**config.mk**
```make
export PLATFORM = sky130hd
export DESIGN_NAME = substring_replace_stream_flat
export DESIGN_NICKNAME = d
export VERILOG_FILES = /design/src/rtl/srs_pkg.sv /design/src/rtl/srs_in_if.sv /design/src/rtl/srs_out_if.sv /design/src/rtl/srs_cfg_if.sv /design/src/rtl/substring_replace_stream.sv /design/src/rtl/srs_cell.sv /design/src/rtl/srs_out.sv /design/src/flat_wrapper.sv
export VERILOG_INCLUDE_DIRS = /design/src /design/src/rtl
export SDC_FILE = /design/constraint.sdc
export NUM_CORES = 1
export LEC_CHECK = 0
export ABC_CLOCK_PERIOD_IN_PS = 10500
export BUFFER_PORTS_ARGS = -buffer_cell sky130_fd_sc_hd__buf_2
export CAP_MARGIN = 25
export CELL_PAD_IN_SITES_DETAIL_PLACEMENT = 2
export CELL_PAD_IN_SITES_GLOBAL_PLACEMENT = 2
export CORE_UTILIZATION = 30
export CTS_CLUSTER_DIAMETER = 100
export CTS_CLUSTER_SIZE = 20
export DETAILED_ROUTE_END_ITERATION = 16
export PLACE_DENSITY = 0.63
export SYNTH_ARGS = -nofsm -noshare
export SYNTH_HDL_FRONTEND = slang
export SYNTH_SLANG_ARGS = --single-unit
export TNS_END_PERCENT = 5
```
**constraint.sdc**
```tcl
create_clock -name clk -period 10.5 [get_ports clk]
set_input_delay 2.1 -clock clk [delete_from_list [all_inputs] [get_ports clk]]
set_output_delay 2.1 -clock clk [all_outputs]
set_load 0.01 [all_outputs]
```
**src/rtl/substring_replace_stream_assert.svh**
```systemverilog
// assertion macros for the substring replace stream block
`ifndef SUBSTRING_REPLACE_STREAM_ASSERT_SVH
`define SUBSTRING_REPLACE_STREAM_ASSERT_SVH
`ifndef NO_ASSERTIONS
`define SRS_ASSERT_IMP(label, clk, rst, ante, cons) \
  label: assert property (@(posedge clk) disable iff (rst) (ante) |-> (cons)) \
    else $error("srs check failed");
`define SRS_ASSERT_NXT(label, clk, rst, ante, cons) \
  label: assert property (@(posedge clk) disable iff (rst) (ante) |=> (cons)) \
    else $error("srs check failed");
`else
`define SRS_ASSERT_IMP(label, clk, rst, ante, cons)
`define SRS_ASSERT_NXT(label, clk, rst, ante, cons)
`endif
`endif

```
**src/rtl/srs_pkg.sv**
```systemverilog
// shared constants, types and helpers of the substring replace stream block
package srs_pkg;

  localparam int MAX_PATTERN     = 8;
  localparam int MAX_REPLACEMENT = 8;
  localparam int BYTE_W          = 8;
  localparam int REG_W           = 64;
  localparam int LEN_W           = 4;
  localparam int CFG_INDEX_W     = 8;
  localparam int REG_OCTETS      = REG_W / BYTE_W;
  localparam int OCT_IDX_W       = 5;
  localparam int FILL_W          = $clog2(MAX_PATTERN + 1);
  localparam int REP_W           = (MAX_REPLACEMENT > 0) ? $clog2(MAX_REPLACEMENT + 1) : 1;

  localparam logic [CFG_INDEX_W-1:0] REG_PATTERN_BYTES      = CFG_INDEX_W'(0);
  localparam logic [CFG_INDEX_W-1:0] REG_PATTERN_LENGTH     = CFG_INDEX_W'(1);
  localparam logic [CFG_INDEX_W-1:0] REG_REPLACEMENT_BYTES  = CFG_INDEX_W'(2);
  localparam logic [CFG_INDEX_W-1:0] REG_REPLACEMENT_LENGTH = CFG_INDEX_W'(3);

  typedef struct packed {
    logic load;
    logic shift;
    logic cmp_en;
  } cell_ctrl_t;

  typedef struct packed {
    logic              valid;
    logic [BYTE_W-1:0] data;
  } emit_t;

  typedef struct packed {
    logic valid;
    logic str_end;
  } finish_t;

  // octets past the register read as zero
  function automatic logic [BYTE_W-1:0] octet_of(input logic [REG_W-1:0] r,
                                                 input logic [OCT_IDX_W-1:0] i);
    logic [BYTE_W-1:0] o;
    o = '0;
    if (int'(i) < REG_OCTETS) begin
      o = r[i*BYTE_W +: BYTE_W];
    end
    return o;
  endfunction

endpackage

```
**src/rtl/srs_in_if.sv**
```systemverilog
// input byte channel of the substring replace stream block
interface srs_in_if;
  logic                      valid;
  logic                      ready;
  logic [srs_pkg::BYTE_W-1:0] text_byte;
  logic                      string_end;

  modport source(output valid, text_byte, string_end, input ready);
  modport sink(input valid, text_byte, string_end, output ready);
endinterface

```
**src/rtl/srs_out_if.sv**
```systemverilog
// result byte channel of the substring replace stream block
interface srs_out_if;
  logic                      valid;
  logic                      ready;
  logic [srs_pkg::BYTE_W-1:0] out_byte;
  logic                      run_last;
  logic                      output_end;

  modport source(output valid, out_byte, run_last, output_end, input ready);
  modport sink(input valid, out_byte, run_last, output_end, output ready);
endinterface

```
**src/rtl/srs_cfg_if.sv**
```systemverilog
// configuration write channel of the substring replace stream block
interface srs_cfg_if;
  logic                           valid;
  logic                           ready;
  logic [srs_pkg::CFG_INDEX_W-1:0] index;
  logic [srs_pkg::REG_W-1:0]       data;

  modport source(output valid, index, data, input ready);
  modport sink(input valid, index, data, output ready);
endinterface

```
**src/rtl/substring_replace_stream.sv**
```systemverilog
// top level of the streaming substring find-and-replace block
//
// Bytes arrive on the text channel, one item per byte, string_end marking
// the last byte of a string. Every leftmost, non-overlapping occurrence of
// the pattern is rewritten as the replacement; other bytes pass unchanged.
// Each input item yields zero or more result items on the result channel;
// run_last flags the last result of an item, output_end that same result
// when the item ended its string. The cfg channel is always ready; the user
// must write the pattern and replacement registers between items, and the
// block itself does not enforce this. One item at a time: text is ready
// only while idle. A completed match sends the replacement; an end of string
// or a pattern change over a held partial match sends held bytes verbatim.
// The window is a row of cells that shifts one byte toward the front per
// window byte sent out.
// The result channel has an output register and a one-byte hold stage; a
// stalled receiver stalls the emitting step, nothing is dropped.
// Reset empties the window and loads pattern 0x00 of length one and an
// empty replacement; no clearing pass is needed.
`include "substring_replace_stream_assert.svh"
module substring_replace_stream (
  input  logic      clk,
  input  logic      rst,
  srs_in_if.sink    text,
  srs_out_if.source result,
  srs_cfg_if.sink   cfg
);

  localparam logic [2:0] ST_IDLE   = 3'd0;
  localparam logic [2:0] ST_STALE  = 3'd1;
  localparam logic [2:0] ST_APPEND = 3'd2;
  localparam logic [2:0] ST_CHECK  = 3'd3;
  localparam logic [2:0] ST_REPL   = 3'd4;
  localparam logic [2:0] ST_FLUSH  = 3'd5;
  localparam logic [2:0] ST_DONE   = 3'd6;

  logic [2:0]                       state, state_next;
  logic [srs_pkg::FILL_W-1:0]       fill, fill_next;
  logic                             stale, stale_next;
  logic [srs_pkg::REP_W-1:0]        rep_idx, rep_idx_next;
  logic [srs_pkg::BYTE_W-1:0]       pend_byte;
  logic                             pend_end;

  logic [srs_pkg::REG_W-1:0]        pattern_bytes;
  logic [srs_pkg::LEN_W-1:0]        pattern_length;
  logic [srs_pkg::REG_W-1:0]        replacement_bytes;
  logic [srs_pkg::LEN_W-1:0]        replacement_length;

  logic [srs_pkg::FILL_W-1:0]       plen;
  logic [srs_pkg::REP_W-1:0]        rlen;
  logic [srs_pkg::FILL_W-1:0]       cmp_len;
  logic [srs_pkg::BYTE_W-1:0]       rep_byte;
  logic [srs_pkg::BYTE_W-1:0]       load_data;
  logic                             load_win;
  logic                             shift_win;
  logic                             win_eq;

  logic [srs_pkg::BYTE_W-1:0]       win_q [srs_pkg::MAX_PATTERN];
  logic [srs_pkg::MAX_PATTERN-1:0]  hits;

  srs_pkg::emit_t                   emit;
  srs_pkg::finish_t                 finish;
  logic                             emit_ready;
  logic                             finish_ready;

  // effective lengths: zero pattern length counts as one, both saturate
  always_comb begin
    if (pattern_length == '0) begin
      plen = srs_pkg::FILL_W'(1);
    end else if (int'(pattern_length) > srs_pkg::MAX_PATTERN) begin
      plen = srs_pkg::FILL_W'(srs_pkg::MAX_PATTERN);
    end else begin
      plen = srs_pkg::FILL_W'(pattern_length);
    end
    if (int'(replacement_length) > srs_pkg::MAX_REPLACEMENT) begin
      rlen = srs_pkg::REP_W'(srs_pkg::MAX_REPLACEMENT);
    end else begin
      rlen = srs_pkg::REP_W'(replacement_length);
    end
  end

  assign cmp_len   = (fill < plen) ? fill : plen;
  assign rep_byte  = srs_pkg::octet_of(replacement_bytes, srs_pkg::OCT_IDX_W'(rep_idx));
  assign load_data = (state == ST_IDLE) ? text.text_byte : pend_byte;
  assign win_eq    = &hits;

  genvar gi;
  generate
    for (gi = 0; gi < srs_pkg::MAX_PATTERN; gi++) begin : g_cell
      srs_pkg::cell_ctrl_t        ctrl;
      logic [srs_pkg::BYTE_W-1:0] next_data;

      assign ctrl.load   = load_win && (fill == srs_pkg::FILL_W'(gi));
      assign ctrl.shift  = shift_win;
      assign ctrl.cmp_en = srs_pkg::FILL_W'(gi) < cmp_len;

      if (gi == srs_pkg::MAX_PATTERN - 1) begin : g_tail
        assign next_data = '0;
      end else begin : g_link
        assign next_data = win_q[gi+1];
      end

      srs_cell u_cell (
        .clk       (clk),
        .ctrl      (ctrl),
        .load_data (load_data),
        .next_data (next_data),
        .pat       (srs_pkg::octet_of(pattern_bytes, srs_pkg::OCT_IDX_W'(gi))),
        .q         (win_q[gi]),
        .hit       (hits[gi])
      );
    end
  endgenerate

  srs_out u_out (
    .clk          (clk),
    .rst          (rst),
    .emit         (emit),
    .emit_ready   (emit_ready),
    .finish       (finish),
    .finish_ready (finish_ready),
    .result       (result)
  );

  assign text.ready = (state == ST_IDLE);
  assign cfg.ready  = 1'b1;

  always_comb begin
    state_next     = state;
    fill_next      = fill;
    stale_next     = stale;
    rep_idx_next   = rep_idx;
    emit.valid     = 1'b0;
    emit.data      = win_q[0];
    finish.valid   = 1'b0;
    finish.str_end = pend_end;
    load_win       = 1'b0;
    shift_win      = 1'b0;
    case (state)
      ST_IDLE: begin
        if (text.valid) begin
          if (stale) begin
            state_next = ST_STALE;
          end else begin
            load_win   = 1'b1;
            fill_next  = fill + srs_pkg::FILL_W'(1);
            state_next = ST_CHECK;
          end
        end
      end
      ST_STALE: begin
        // bytes held under the old pattern go out verbatim
        if (fill == '0) begin
          stale_next = 1'b0;
          state_next = ST_APPEND;
        end else begin
          emit.valid = 1'b1;
          if (emit_ready) begin
            shift_win = 1'b1;
            fill_next = fill - srs_pkg::FILL_W'(1);
          end
        end
      end
      ST_APPEND: begin
        load_win   = 1'b1;
        fill_next  = fill + srs_pkg::FILL_W'(1);
        state_next = ST_CHECK;
      end
      ST_CHECK: begin
        if (fill == '0) begin
          state_next = ST_DONE;
        end else if (win_eq && (fill >= plen)) begin
          rep_idx_next = '0;
          state_next   = ST_REPL;
        end else if (win_eq) begin
          state_next = pend_end ? ST_FLUSH : ST_DONE;
        end else begin
          // not a prefix any more: oldest byte leaves, rest is checked again
          emit.valid = 1'b1;
          if (emit_ready) begin
            shift_win = 1'b1;
            fill_next = fill - srs_pkg::FILL_W'(1);
          end
        end
      end
      ST_REPL: begin
        if (rep_idx == rlen) begin
          fill_next  = '0;
          state_next = ST_DONE;
        end else begin
          emit.valid = 1'b1;
          emit.data  = rep_byte;
          if (emit_ready) begin
            rep_idx_next = rep_idx + srs_pkg::REP_W'(1);
          end
        end
      end
      ST_FLUSH: begin
        if (fill == '0) begin
          state_next = ST_DONE;
        end else begin
          emit.valid = 1'b1;
          if (emit_ready) begin
            shift_win = 1'b1;
            fill_next = fill - srs_pkg::FILL_W'(1);
          end
        end
      end
      ST_DONE: begin
        finish.valid = 1'b1;
        if (finish_ready) begin
          state_next = ST_IDLE;
        end
      end
      default: begin
        state_next = ST_IDLE;
      end
    endcase
    if (cfg.valid && (fill != '0) &&
        ((cfg.index == srs_pkg::REG_PATTERN_BYTES) ||
         (cfg.index == srs_pkg::REG_PATTERN_LENGTH))) begin
      stale_next = 1'b1;
    end
  end

  always_ff @(posedge clk) begin
    if (rst) begin
      state              <= ST_IDLE;
      fill               <= '0;
      stale              <= 1'b0;
      rep_idx            <= '0;
      pattern_bytes      <= '0;
      pattern_length     <= srs_pkg::LEN_W'(1);
      replacement_bytes  <= '0;
      replacement_length <= '0;
    end else begin
      state   <= state_next;
      fill    <= fill_next;
      stale   <= stale_next;
      rep_idx <= rep_idx_next;
      if (cfg.valid) begin
        case (cfg.index)
          srs_pkg::REG_PATTERN_BYTES:      pattern_bytes      <= cfg.data;
          srs_pkg::REG_PATTERN_LENGTH:     pattern_length     <= cfg.data[srs_pkg::LEN_W-1:0];
          srs_pkg::REG_REPLACEMENT_BYTES:  replacement_bytes  <= cfg.data;
          srs_pkg::REG_REPLACEMENT_LENGTH: replacement_length <= cfg.data[srs_pkg::LEN_W-1:0];
          default: begin
          end
        endcase
      end
    end
  end

  always_ff @(posedge clk) begin
    if ((state == ST_IDLE) && text.valid) begin
      pend_byte <= text.text_byte;
      pend_end  <= text.string_end;
    end
  end

  `SRS_ASSERT_IMP(a_idle_prefix, clk, rst, (state == ST_IDLE) && !stale, fill < plen)
  `SRS_ASSERT_IMP(a_stale_holds_bytes, clk, rst, (state == ST_IDLE) && stale, fill != '0)
  `SRS_ASSERT_IMP(a_repl_full_window, clk, rst, state == ST_REPL, fill == plen)
  `SRS_ASSERT_NXT(a_accept_leaves_idle, clk, rst, text.valid && text.ready, state != ST_IDLE)

endmodule

```
**src/rtl/srs_cell.sv**
```systemverilog
// one window cell: holds a byte, shifts toward the front, compares to its pattern byte
module srs_cell (
  input  logic                       clk,
  input  srs_pkg::cell_ctrl_t        ctrl,
  input  logic [srs_pkg::BYTE_W-1:0] load_data,
  input  logic [srs_pkg::BYTE_W-1:0] next_data,
  input  logic [srs_pkg::BYTE_W-1:0] pat,
  output logic [srs_pkg::BYTE_W-1:0] q,
  output logic                       hit
);

  always_ff @(posedge clk) begin
    if (ctrl.load) begin
      q <= load_data;
    end else if (ctrl.shift) begin
      q <= next_data;
    end
  end

  // cells past the compare length always agree
  assign hit = !ctrl.cmp_en || (q == pat);

endmodule

```
**src/rtl/srs_out.sv**
```systemverilog
// result stage: holds back one byte so the last of an item can be flagged
module srs_out (
  input  logic             clk,
  input  logic             rst,
  input  srs_pkg::emit_t   emit,
  output logic             emit_ready,
  input  srs_pkg::finish_t finish,
  output logic             finish_ready,
  srs_out_if.source        result
);

  logic                       held_valid;
  logic [srs_pkg::BYTE_W-1:0] held;
  logic                       out_valid;
  logic                       slot_free;
  logic                       push;
  logic                       emit_fire;
  logic                       finish_fire;

  assign slot_free    = !out_valid || result.ready;
  assign emit_ready   = !held_valid || slot_free;
  assign finish_ready = !held_valid || slot_free;
  assign emit_fire    = emit.valid && emit_ready;
  assign finish_fire  = finish.valid && finish_ready;
  assign push         = held_valid && slot_free && (emit.valid || finish.valid);
  assign result.valid = out_valid;

  always_ff @(posedge clk) begin
    if (rst) begin
      held_valid <= 1'b0;
      out_valid  <= 1'b0;
    end else begin
      if (emit_fire) begin
        held_valid <= 1'b1;
      end else if (finish_fire) begin
        held_valid <= 1'b0;
      end
      if (push) begin
        out_valid <= 1'b1;
      end else if (result.ready) begin
        out_valid <= 1'b0;
      end
    end
  end

  always_ff @(posedge clk) begin
    if (emit_fire) begin
      held <= emit.data;
    end
    if (push) begin
      result.out_byte   <= held;
      result.run_last   <= finish.valid;
      result.output_end <= finish.valid && finish.str_end;
    end
  end

endmodule
```
**src/flat_wrapper.sv**
```systemverilog
// flat-port wrapper written by rule: the top's interface ports become plain ports
module substring_replace_stream_flat 
  (clk, rst, text_valid, text_text_byte, text_string_end, text_ready, result_valid, result_out_byte, result_run_last, result_output_end, result_ready, cfg_valid, cfg_index, cfg_data, cfg_ready);
  srs_in_if text_i ();
  srs_out_if result_i ();
  srs_cfg_if cfg_i ();
  input  logic clk;
  input  logic rst;
  input wire logic [$bits(text_i.valid)-1:0] text_valid;
  input wire logic [$bits(text_i.text_byte)-1:0] text_text_byte;
  input wire logic [$bits(text_i.string_end)-1:0] text_string_end;
  output wire logic [$bits(text_i.ready)-1:0] text_ready;
  output wire logic [$bits(result_i.valid)-1:0] result_valid;
  output wire logic [$bits(result_i.out_byte)-1:0] result_out_byte;
  output wire logic [$bits(result_i.run_last)-1:0] result_run_last;
  output wire logic [$bits(result_i.output_end)-1:0] result_output_end;
  input wire logic [$bits(result_i.ready)-1:0] result_ready;
  input wire logic [$bits(cfg_i.valid)-1:0] cfg_valid;
  input wire logic [$bits(cfg_i.index)-1:0] cfg_index;
  input wire logic [$bits(cfg_i.data)-1:0] cfg_data;
  output wire logic [$bits(cfg_i.ready)-1:0] cfg_ready;
  assign text_i.valid = text_valid;
  assign text_i.text_byte = text_text_byte;
  assign text_i.string_end = text_string_end;
  assign text_ready = text_i.ready;
  assign result_valid = result_i.valid;
  assign result_out_byte = result_i.out_byte;
  assign result_run_last = result_i.run_last;
  assign result_output_end = result_i.output_end;
  assign result_i.ready = result_ready;
  assign cfg_i.valid = cfg_valid;
  assign cfg_i.index = cfg_index;
  assign cfg_i.data = cfg_data;
  assign cfg_ready = cfg_i.ready;
  substring_replace_stream u_core (.clk(clk), .rst(rst), .text(text_i), .result(result_i), .cfg(cfg_i));
endmodule
```
# Word-level counts from Yosys, hierarchy flattened
# Cells that the tools add are included.
# word_totals
ff_bits	241
in_bits	86
out_inout_bits	13
elab_cells	219
# op_classes
add_sub_neg	3
magnitude_cmp	13
eq_ne	39
n_shift	1
n_mux	71
n_reduce_logical	68
# ops
operator	count
two-way mux 8 bit	19
equality test 8 bit	8
two-way mux 4 bit	16
variable part select 64 x 8 -> 8 bit	1
nonzero test 2 bit	13
two-way mux 3 bit	8
one-hot mux 3 bit (7 select lines)	1
one-hot mux 4 bit (5 select lines)	1
two-way mux 1 bit	19
inequality test 2 bit (second input constant)	9
logical AND 1 bit	17
equality test 4 x 3 -> 1 bit (second input constant)	4
equality test 8 x 2 -> 1 bit (second input constant)	2
< comparator 3 x 4 -> 1 bit (first input constant)	4
AND reduction 8 bit	2
logical OR 1 bit	12
zero test 1 bit	10
AND reduction 2 bit	5
equality test 3 bit (second input constant)	3
two-way mux 9 bit	1
adder 4 x 1 -> 4 bit (second input constant)	2
equality test 4 x 2 -> 1 bit (second input constant)	2
equality test 8 x 1 -> 1 bit (second input constant)	1
> comparator 4 bit (second input constant)	2
24 further kinds	33

# Logic depth before layout (Yosys ltp)
# Gate-level depths: netlist of run 1.
# depth
ltp_word	16
depth_mapped	12
depth_no_buf	11

# Hierarchy
# A second synthesis of run 1 with hierarchy kept.
# unflattened
cells_unflattened	1121
hier_area_um2	11921.4
# by_module_without_submodules
module	instances	cells_each	area_per_inst_um2	seq_area_each_um2
substring_replace_stream	1	857	7537.2	3233.1
srs_cell	8	29	465.4	240.2
srs_out	1	32	660.6	580.6

# Worst setup path before layout of run 1
# Ideal clock, no wire load.
# synth_timing
path_type	input -> register
from	input port cfg_index[5]
to	register u_core.pattern_bytes[42] (netlist bit)
setup_ns	0.071
arrival_time_ns	3.635
required_time_ns	10.429
path_slack_ns	6.795
stages	9
path_buffers	3
path_cell_list	nor4_1 -> and3_1 -> nor2b_1 -> clkbuf_1 -> nor2b_1 -> buf_2 -> buf_1 -> nand2_1 -> a21oi_1
# synth_via
elab_chain_len	2
# synth_lines
element	line_no	rtl
start: declaration	flat_wrapper.sv:19	input wire logic [$bits(cfg_i.index)-1:0] cfg_index;
zero test 8 bit	substring_replace_stream.sv:241	case (cfg.index)
AND reduction 2 bit (no source line)	-	
end signal: assignment	substring_replace_stream.sv:242	srs_pkg::REG_PATTERN_BYTES: pattern_bytes <= cfg.data;
end: declaration	substring_replace_stream.sv:43	logic [srs_pkg::REG_W-1:0] pattern_bytes;
# No other way between the ends.
# A chain may end at the register's enable or synchronous reset.

# Worst setup path in the final report of run 1
# layout_timing
from	register u_core.pattern_length[1] (netlist bit)
to	register u_core.u_out.held[4] (netlist bit) (enable)
# layout_via
elab_chain_len	14
word_cells_on_any_way	38
classes_between	order compare: 11; mux: 7; reduce/logical: 20
# layout_lines
element	line_no	rtl
start: declaration	substring_replace_stream.sv:44	logic [srs_pkg::LEN_W-1:0] pattern_length;
start signal: assignment	substring_replace_stream.sv:232	pattern_length <= srs_pkg::LEN_W'(1);
start signal: assignment	substring_replace_stream.sv:243	srs_pkg::REG_PATTERN_LENGTH: pattern_length <= cfg.data[srs_pkg::LEN_W-1:0];
> comparator 4 bit	substring_replace_stream.sv:69	end else if (int'(pattern_length) > srs_pkg::MAX_PATTERN) begin
two-way mux 4 bit	substring_replace_stream.sv:69	
two-way mux 4 bit *	substring_replace_stream.sv:67	if (pattern_length == '0) begin
< comparator 4 bit	substring_replace_stream.sv:81	assign cmp_len = (fill < plen) ? fill : plen;
two-way mux 4 bit	substring_replace_stream.sv:81	
< comparator 3 x 4 -> 1 bit, or another cell as far along	substring_replace_stream.sv:94	assign ctrl.cmp_en = srs_pkg::FILL_W'(gi) < cmp_len;
zero test 1 bit	srs_cell.sv:21	assign hit = !ctrl.cmp_en || (q == pat);
logical OR 1 bit	srs_cell.sv:21	
AND reduction 8 bit	substring_replace_stream.sv:84	assign win_eq = &hits;
two-way mux 1 bit / logical AND 1 bit (equally long branches)	substring_replace_stream.sv:174, substring_replace_stream.sv:171	
two-way mux 1 bit *	substring_replace_stream.sv:171	end else if (win_eq && (fill >= plen)) begin
two-way mux 1 bit *	substring_replace_stream.sv:169	if (fill == '0) begin
one-hot mux 1 bit (3 select lines) *	substring_replace_stream.sv:138	case (state)
logical AND 1 bit *	srs_out.sv:23	assign emit_fire = emit.valid && emit_ready;
named net u_core.u_out.emit_fire	srs_out.sv:17	logic emit_fire;
end signal: assignment	srs_out.sv:48	held <= emit.data;
end: declaration	srs_out.sv:13	logic [srs_pkg::BYTE_W-1:0] held;
# Mark *: on every way through the listed nets, which the timed path passes. The rest lies on a longest branch.

==> results of run 1 <==
==> layout by cell type, fill, tap and decap left out, drive strengths merged, types with 4 or more instances in the layout <==
| master | instances |
|---|---|
| nor4 | 7 |
| ha | 10 |
| edfxtp | 91 |
| o31ai | 10 |
| and2 | 4 |
| xor2 | 19 |
| xnor2 | 50 |
| o21ai | 70 |
| a211oi | 5 |
| nand3 | 16 |
| nand4 | 13 |
| a31oi | 4 |
| dfxtp | 150 |
| clkbuf | 23 |
| a21oi | 146 |
| mux2i | 24 |
| nand2 | 354 |
| buf | 118 |
| inv | 12 |
| nor2 | 32 |
| nor3 | 8 |
| nor2b | 7 |
| mux4 | 16 |
==> sequential cells by signal, indices dropped and copies added, names as in the netlist, 3 cells and up <==
signal	count
u_core.rep_idx	4
u_core.pattern_bytes	64
u_core.state	3
u_core.g_cell.u_cell.q	64
u_core.replacement_length	4
u_core.u_out.result.out_byte	8
u_core.fill	4
u_core.u_out.held	8
u_core.replacement_bytes	64
u_core.pend_byte	8
u_core.pattern_length	4
==> kinds of logic (layout without fill, tap and decap cells) <==
group | count (synthesis) | after routing
buffers and inverters | 79 | 156
muxes | 40 | 40
and+or+nand+nor | 456 | 456
other | 1 | 1
DFF | 241 | 241
xor gates and xnor gates | 69 | 69
adders and majority gates | 10 | 10
AOI/OAI and AO/OA | 262 | 262
==> report_power, final <==
part           switching [mW]  internal [mW]
sequential             0.0990           1.14
clock                   0.345          0.316
combinational           0.445          0.233
total                   0.889           1.69
==> area by class of cell <==
cell class              instances  area (sq um)
fillers                      3924         22700
flip-flops and latches        241          5740
multi-input cells             838          4720
repair buffers                118           632
well taps                     455           569
clock buffers                  23           427
clock inverters                 4          63.8
inverters                      11          41.3
==> per-layer routing <==
metal	share of wire [%]	vias up	GRT usage, %
met5	0	-	0
met1	46	4299	26.1
li1	-	4135	-
met4	1.5	0	3.91
met2	51	102	35.9
met3	2.3	26	1.74
==> worst max-delay path, stage by stage, from the launching register on <==
cell	delay [ns]
dfxtp_1	0.43
nor2b_1	0.39
inv_1	0.10
ha_1	0.32
nor2b_4	0.14
o211ai_2	0.27
a211oi_1	0.15
o32a_1	0.32
nor3_2	0.31
nand3_1	0.25
o2111ai_2	0.78
a21oi_1	0.47
==> worst min path at each step <==
| stage | from | end | slack, ns | cells after the start |
|---|---|---|---|---|
| after CTS | u_core.u_out.held[2] | u_core.u_out.result.out_byte[2] | 0.43 | 0 |
| after global placement | u_core.u_out.held[1] | u_core.u_out.result.out_byte[1] | 0.40 | 0 |
| after floorplan | u_core.u_out.held[0] | u_core.u_out.result.out_byte[0] | 0.40 | 0 |
| after global routing | u_core.u_out.held[2] | u_core.u_out.result.out_byte[2] | 0.43 | 0 |
| after detailed placement | u_core.u_out.held[2] | u_core.u_out.result.out_byte[2] | 0.41 | 0 |
| final | u_core.u_out.held[2] | u_core.u_out.result.out_byte[2] | 0.42 | 0 |
==> results_dict.tcl, run 1 <==
set metrics [dict create \
    status "finished, final reports clean" \
    synth_mux_area_share_pct 5.60 \
    clockBufferDepth 3 \
    finalMaxSlewViolations 0 \
    synth_edf_count 91 \
    io_pins 99 \
    synth.net_count 1254 \
    placed_area_sq_um 11700 \
    hpwl_microns 26100 \
    fin_cells 1690 \
    endpoint "u_core.u_out.held[4]" \
    finalSetupTns_ns 0 \
    fin_crit_sh_pct 40.8 \
    path_class "reg2reg" \
    dieHeight_microns 191 \
    fin_crit_ns 4.29 \
    r2r_start "u_core.pattern_length[1]" \
    max_slew_margin_pct 34.2 \
    ys_warn_count 0 \
    synth_top_area_share_pct 28.0 \
    synth_area_sq_um 10700 \
    drc_errors 0 \
    synth.area.top_cells "dfxtp_1, edfxtp_1, nand2_1" \
    grt_usage_pct 20.0 \
    syn_inst 1158 \
    hold_buffers 0 \
    grt_start_max_net_pins 90 \
    synthFlopType "dfxtp_1" \
    cts_root_buf "clkbuf_16" \
    crit_path_start "u_core.pattern_length[1]" \
    finalClockSkew_ns 0.0303 \
    yosys.area_share.adder_pct 1.17 \
    viasPerCell 5.07 \
    dr_total_vias 8562 \
    grt_pass1_wl_microns 55100 \
    drive_above_1_share_pct 13.6 \
    dr.pass1.iters 6 \
    synth_most_common_cell "nand2_1" \
    r2r-end "u_core.u_out.held[4]" \
    ant_nets 0 \
    first_global_vias 9122 \
    clkTransAtPathRegs_ns 0.09 \
    hold_viol 0 \
    required_ns 10.66 \
    netlist.top_cell.by_area "dfxtp_1" \
    reg2reg_slack_ns 6.21 \
    initial_core_util_pct 30.8 \
    end_kind "register" \
    cp_max_fo 13 \
    power_mw 2.58 \
    async_flop_share_pct 0 \
    cts_num_sinks 241 \
    die_area_sq_um 36500 \
    port_buffers 97 \
    ys_types 56 \
    avgRoutedWirePerCell_microns 21.2 \
    finish.instance_area_sq_um 12200 \
    holdWs_ns 0.424 \
    pre_cts_slack_ns 6.06 \
    vdd_drop_max_uv 114 \
    finalWeightedCongestion 0.817 \
    drt_wl_total_microns 35900 \
    leakage_nw 4.22 \
    rsz0062_at_grt "false" \
    drv_cap 0 \
    hold_class "reg2reg" \
    synth.top_cells.by_count "nand2_1, dfxtp_1, a21oi_1" \
    ys_ff_latch 241 \
    fin_nets 1322 \
    ctsHtreeMaxLevel 1 \
    cts_buffers 16 \
    grt.overflow.total 0 \
    n_antenna_cell 0 \
    synth-compound-area-share_pct 13.7 \
    coreArea_sq_um 34900 \
    die_x_microns 191 \
    insertion_delay_ns 0.52 \
    worstRegToRegCells 11 \
    cp.arrival_ns 4.45 \
    cp-start-kind "register" \
    cts.repair.resized 0 \
    synth_top_family_by_area "simple AND/OR/NAND/NOR gates" \
    row_count 68 \
    synthXorXnorAreaFrac_pct 5.63 \
    utilization_pct 34.9 \
    tritoncts "built" \
    drt_iter0_drc 419 \
    avgSynthCellArea_sq_um 9.27 \
    layout_setup_ws_ns 6.21 \
    ys_seq_area_share_pct 53.4 \
    placedCellCount 1661 \
    finalSetupViolCount 0 \
    max_clock_freq_ghz 0.233 \
    synthSimpleGateAreaFrac_pct 17.6 \
    antenna_found_initial 0 \
    tightest_slew_ns 0.959 \
    syn2layout_area_growth_pct 13.5 \
    powerDensity_nw_per_um2 212 \
    postCtsSetupBuffers 0 \
]
(Power assumes the default switching activity.)
==> run 2, diff against run 1 <==
--- a/config.mk
+++ b/config.mk
@@ -6,7 +6,8 @@
 export SDC_FILE = /design/constraint.sdc
 export NUM_CORES = 1
 export LEC_CHECK = 0
-export ABC_CLOCK_PERIOD_IN_PS = 10500
+export ABC_AREA = 1
+export ABC_CLOCK_PERIOD_IN_PS = 3600
 export BUFFER_PORTS_ARGS = -buffer_cell sky130_fd_sc_hd__buf_2
 export CAP_MARGIN = 25
 export CELL_PAD_IN_SITES_DETAIL_PLACEMENT = 2
@@ -15,7 +16,7 @@
 export CTS_CLUSTER_DIAMETER = 100
 export CTS_CLUSTER_SIZE = 20
 export DETAILED_ROUTE_END_ITERATION = 16
-export PLACE_DENSITY = 0.63
+export PLACE_DENSITY = 0.69
 export SYNTH_ARGS = -nofsm -noshare
 export SYNTH_HDL_FRONTEND = slang
 export SYNTH_SLANG_ARGS = --single-unit
==> constraint.sdc (replaced) <==
create_clock -name clk -period 3.6 [get_ports clk]
set_input_delay 0.72 -clock clk [delete_from_list [all_inputs] [get_ports clk]]
set_output_delay 0.72 -clock clk [all_outputs]
set_load 0.01 [all_outputs]
==> run 2 against run 1 <==
Against the previous run: global-route usage grew 1.5 points; total power grew to 3.5 times the previous value; routed wire length grew 13%; design area grew 4.7%; utilization shrank 0.25 points; final cell count grew 18%; sequential cell count is the same; non-clock buffer count grew 5; critical path type unchanged.
==> results_dict.tcl, run 2 <==
set metrics [dict create \
    finalWeightedCongestion 0.815 \
    worstRegToRegCells 20 \
    avgSynthCellArea_sq_um 7.85 \
    finalClockSkew_ns 0.0155 \
    placedCellCount 1964 \
    ys_seq_area_share_pct 50.9 \
    finalSetupViolCount 0 \
    grt.overflow.total 0 \
    cts_num_sinks 241 \
    insertion_delay_ns 0.51 \
    hpwl_microns 31000 \
    drt_iter0_drc 432 \
    required_ns 3.79 \
    tightest_slew_ns 0.818 \
    fin_nets 1610 \
    avgRoutedWirePerCell_microns 20.4 \
    die_area_sq_um 38300 \
    cts_buffers 16 \
    syn2layout_area_growth_pct 13.3 \
    final_common_cell "nor2_1" \
    io_pins 99 \
    tritoncts "built" \
    synthFlopType "dfxtp_1" \
    powerDensity_nw_per_um2 705 \
    netlist.top_cell.by_area "dfxtp_1" \
    utilization_pct 34.7 \
    synth.area.top_cells "dfxtp_1, edfxtp_1, o21ai_0" \
    synth.top_cells.by_count "nor2_1, nand2_1, o21ai_0" \
    ctsHtreeMaxLevel 1 \
    max_slew_margin_pct 45.2 \
    clkTransAtPathRegs_ns 0.09 \
    drc_errors 0 \
    grt_usage_pct 21.5 \
    layout_setup_ws_ns 0.459 \
    async_flop_share_pct 0 \
    top_regs "u_core.g_cell.u_cell.q: 64 flops, u_core.pattern_bytes: 64 flops, u_core.replacement_bytes: 64 flops" \
    drv_cap 0 \
    ant_nets 0 \
    cp-start-kind "register" \
    first_global_vias 10600 \
    synth_most_common_cell "nor2_1" \
    fillerInstances 4296 \
    antenna_found_initial 0 \
    cp.arrival_ns 3.33 \
    synth_top_area_share_pct 26.7 \
    max_clock_freq_ghz 0.318 \
    finalMaxSlewViolations 0 \
    vdd_drop_max_uv 303 \
    reg2reg_slack_ns 0.46 \
    hold_buffers 0 \
    leakage_nw 5.25 \
    drive_above_1_share_pct 12.2 \
    grt_start_max_net_pins 64 \
    finalSetupTns_ns 0 \
    dr.pass1.iters 4 \
    n_antenna_cell 0 \
    cts_root_buf "clkbuf_16" \
    hold_viol 0 \
    ys_types 42 \
    path_class "reg2reg" \
    end_kind "register" \
    coreArea_sq_um 36800 \
    cp_max_fo 8 \
    initial_core_util_pct 30.6 \
    postCtsSetupBuffers 0 \
    hp-start "text_string_end" \
    fin_crit_sh_pct 87.3 \
    grt_pass1_wl_microns 62000 \
    fin_cells 1990 \
    dieHeight_microns 196 \
    final_cell_mix "nor2_1, nand2_1, o21ai_0" \
    ys_warn_count 0 \
    drt_wl_total_microns 40600 \
    viasPerCell 4.97 \
    pre_cts_slack_ns 0.465 \
    syn_inst 1435 \
    ys_ff_latch 241 \
    rsz0062_at_grt "false" \
    cts.repair.resized 0 \
    min_to "u_core.pend_end" \
    hold_class "in2reg" \
    whs_path_depth 1 \
    dr_total_vias 9889 \
    r2r-end "u_core.g_cell[6].u_cell.q[7]" \
    r2r_start "u_core.pattern_length[2]" \
    row_count 70 \
    fin_crit_ns 3.14 \
    clockBufferDepth 3 \
    port_buffers 97 \
    synth_area_sq_um 11300 \
    status "finished, final reports clean" \
    synth_edf_count 91 \
    die_x_microns 196 \
    synth.net_count 1531 \
]
[run 2: routing by layer]
layer	GRT usage (%)	wire (microns)	share of wire [%]	vias to the layer above
met2	39.1	20400	50	145
li1	-	-	-	4791
met4	5.30	852	2.1	0
met5	0	0	0	-
met3	2.25	1200	3.0	44
met1	27.1	18100	45	4909
[run 2: power by group]
group	switching [mW]	total, mW	internal (mW)
combinational	2.16	3.12	0.959
clock	1.01	1.89	0.883
sequential	0.417	3.98	3.57
total	3.59	8.99	5.41
[run 2: worst max-delay path by stage]
stage | start | slack [ns] | endpoint | cells past startpoint
global route | u_core.pattern_length[2] | 0.13 | u_core.g_cell[6].u_cell.q[7] | 20
finish | u_core.pattern_length[2] | 0.46 | u_core.g_cell[6].u_cell.q[7] | 20
floorplan | u_core.pattern_length[2] | 1.12 | u_core.u_out.held[0] | 20
detailed placement | u_core.pattern_length[2] | 0.46 | u_core.g_cell[7].u_cell.q[0] | 20
global placement | u_core.pattern_length[2] | 0.59 | u_core.g_cell[6].u_cell.q[5] | 20
CTS | u_core.pattern_length[2] | 0.44 | u_core.g_cell[5].u_cell.q[7] | 20
[run 2: worst max-delay path, stage by stage (launching register included)]
cell and delay, ns:
dfxtp_1 0.32, inv_1 0.06, nor2_1 0.18, inv_1 0.07, ha_1 0.29, nand2_1 0.08
inv_2 0.05, nand2_2 0.10, nand2_2 0.09, nand2_2 0.07, nand2_2 0.07, inv_2 0.07
nand2_1 0.06, nand2_1 0.07, nand2_1 0.06, nor2_2 0.18, nand2_1 0.10, nand2_1 0.11
nand2_1 0.10, nand2_1 0.33, nand2_1 0.34
[run 2: cells by family after synthesis]
| group | after synthesis | synth area share (%) |
|---|---|---|
| AO/OA/AOI/OAI | 322 | 14.8 |
| flip-flops | 241 | 50.9 |
| XOR/XNOR | 46 | 3.58 |
| adder cells (fa/ha/maj) | 10 | 1.11 |
| AND/OR/NAND/NOR | 622 | 22.5 |
| multiplexers | 1 | 0.0889 |
| buffers and inverters | 192 | 6.99 |
| other | 1 | 0.0333 |
[run 2: final cells by class]
class                   count  area [sq um]  area share (%)
multi-input cells        1002          4740            37.1
clock buffers              23           448            3.51
well taps                 468           586            4.59
flip-flops and latches    241          5740            45.0
clock inverters             3          25.0           0.196
repair buffers            123           738            5.79
inverters                 130           488            3.83
[run 2: per-stage QoR]
stage / instance area, sq um / power (mW) / hold slack, ns
2_1_floorplan: 11300 / 5.85 / 0.400
3_5_place_dp: 12300 / 7.20 / 0.412
3_3_place_gp: 12300 / 7.03 / 0.409
4_1_cts: 12800 / 9.15 / 0.369
6_report: 12800 / 8.99 / 0.390
5_1_grt: 12800 / 9.62 / 0.374
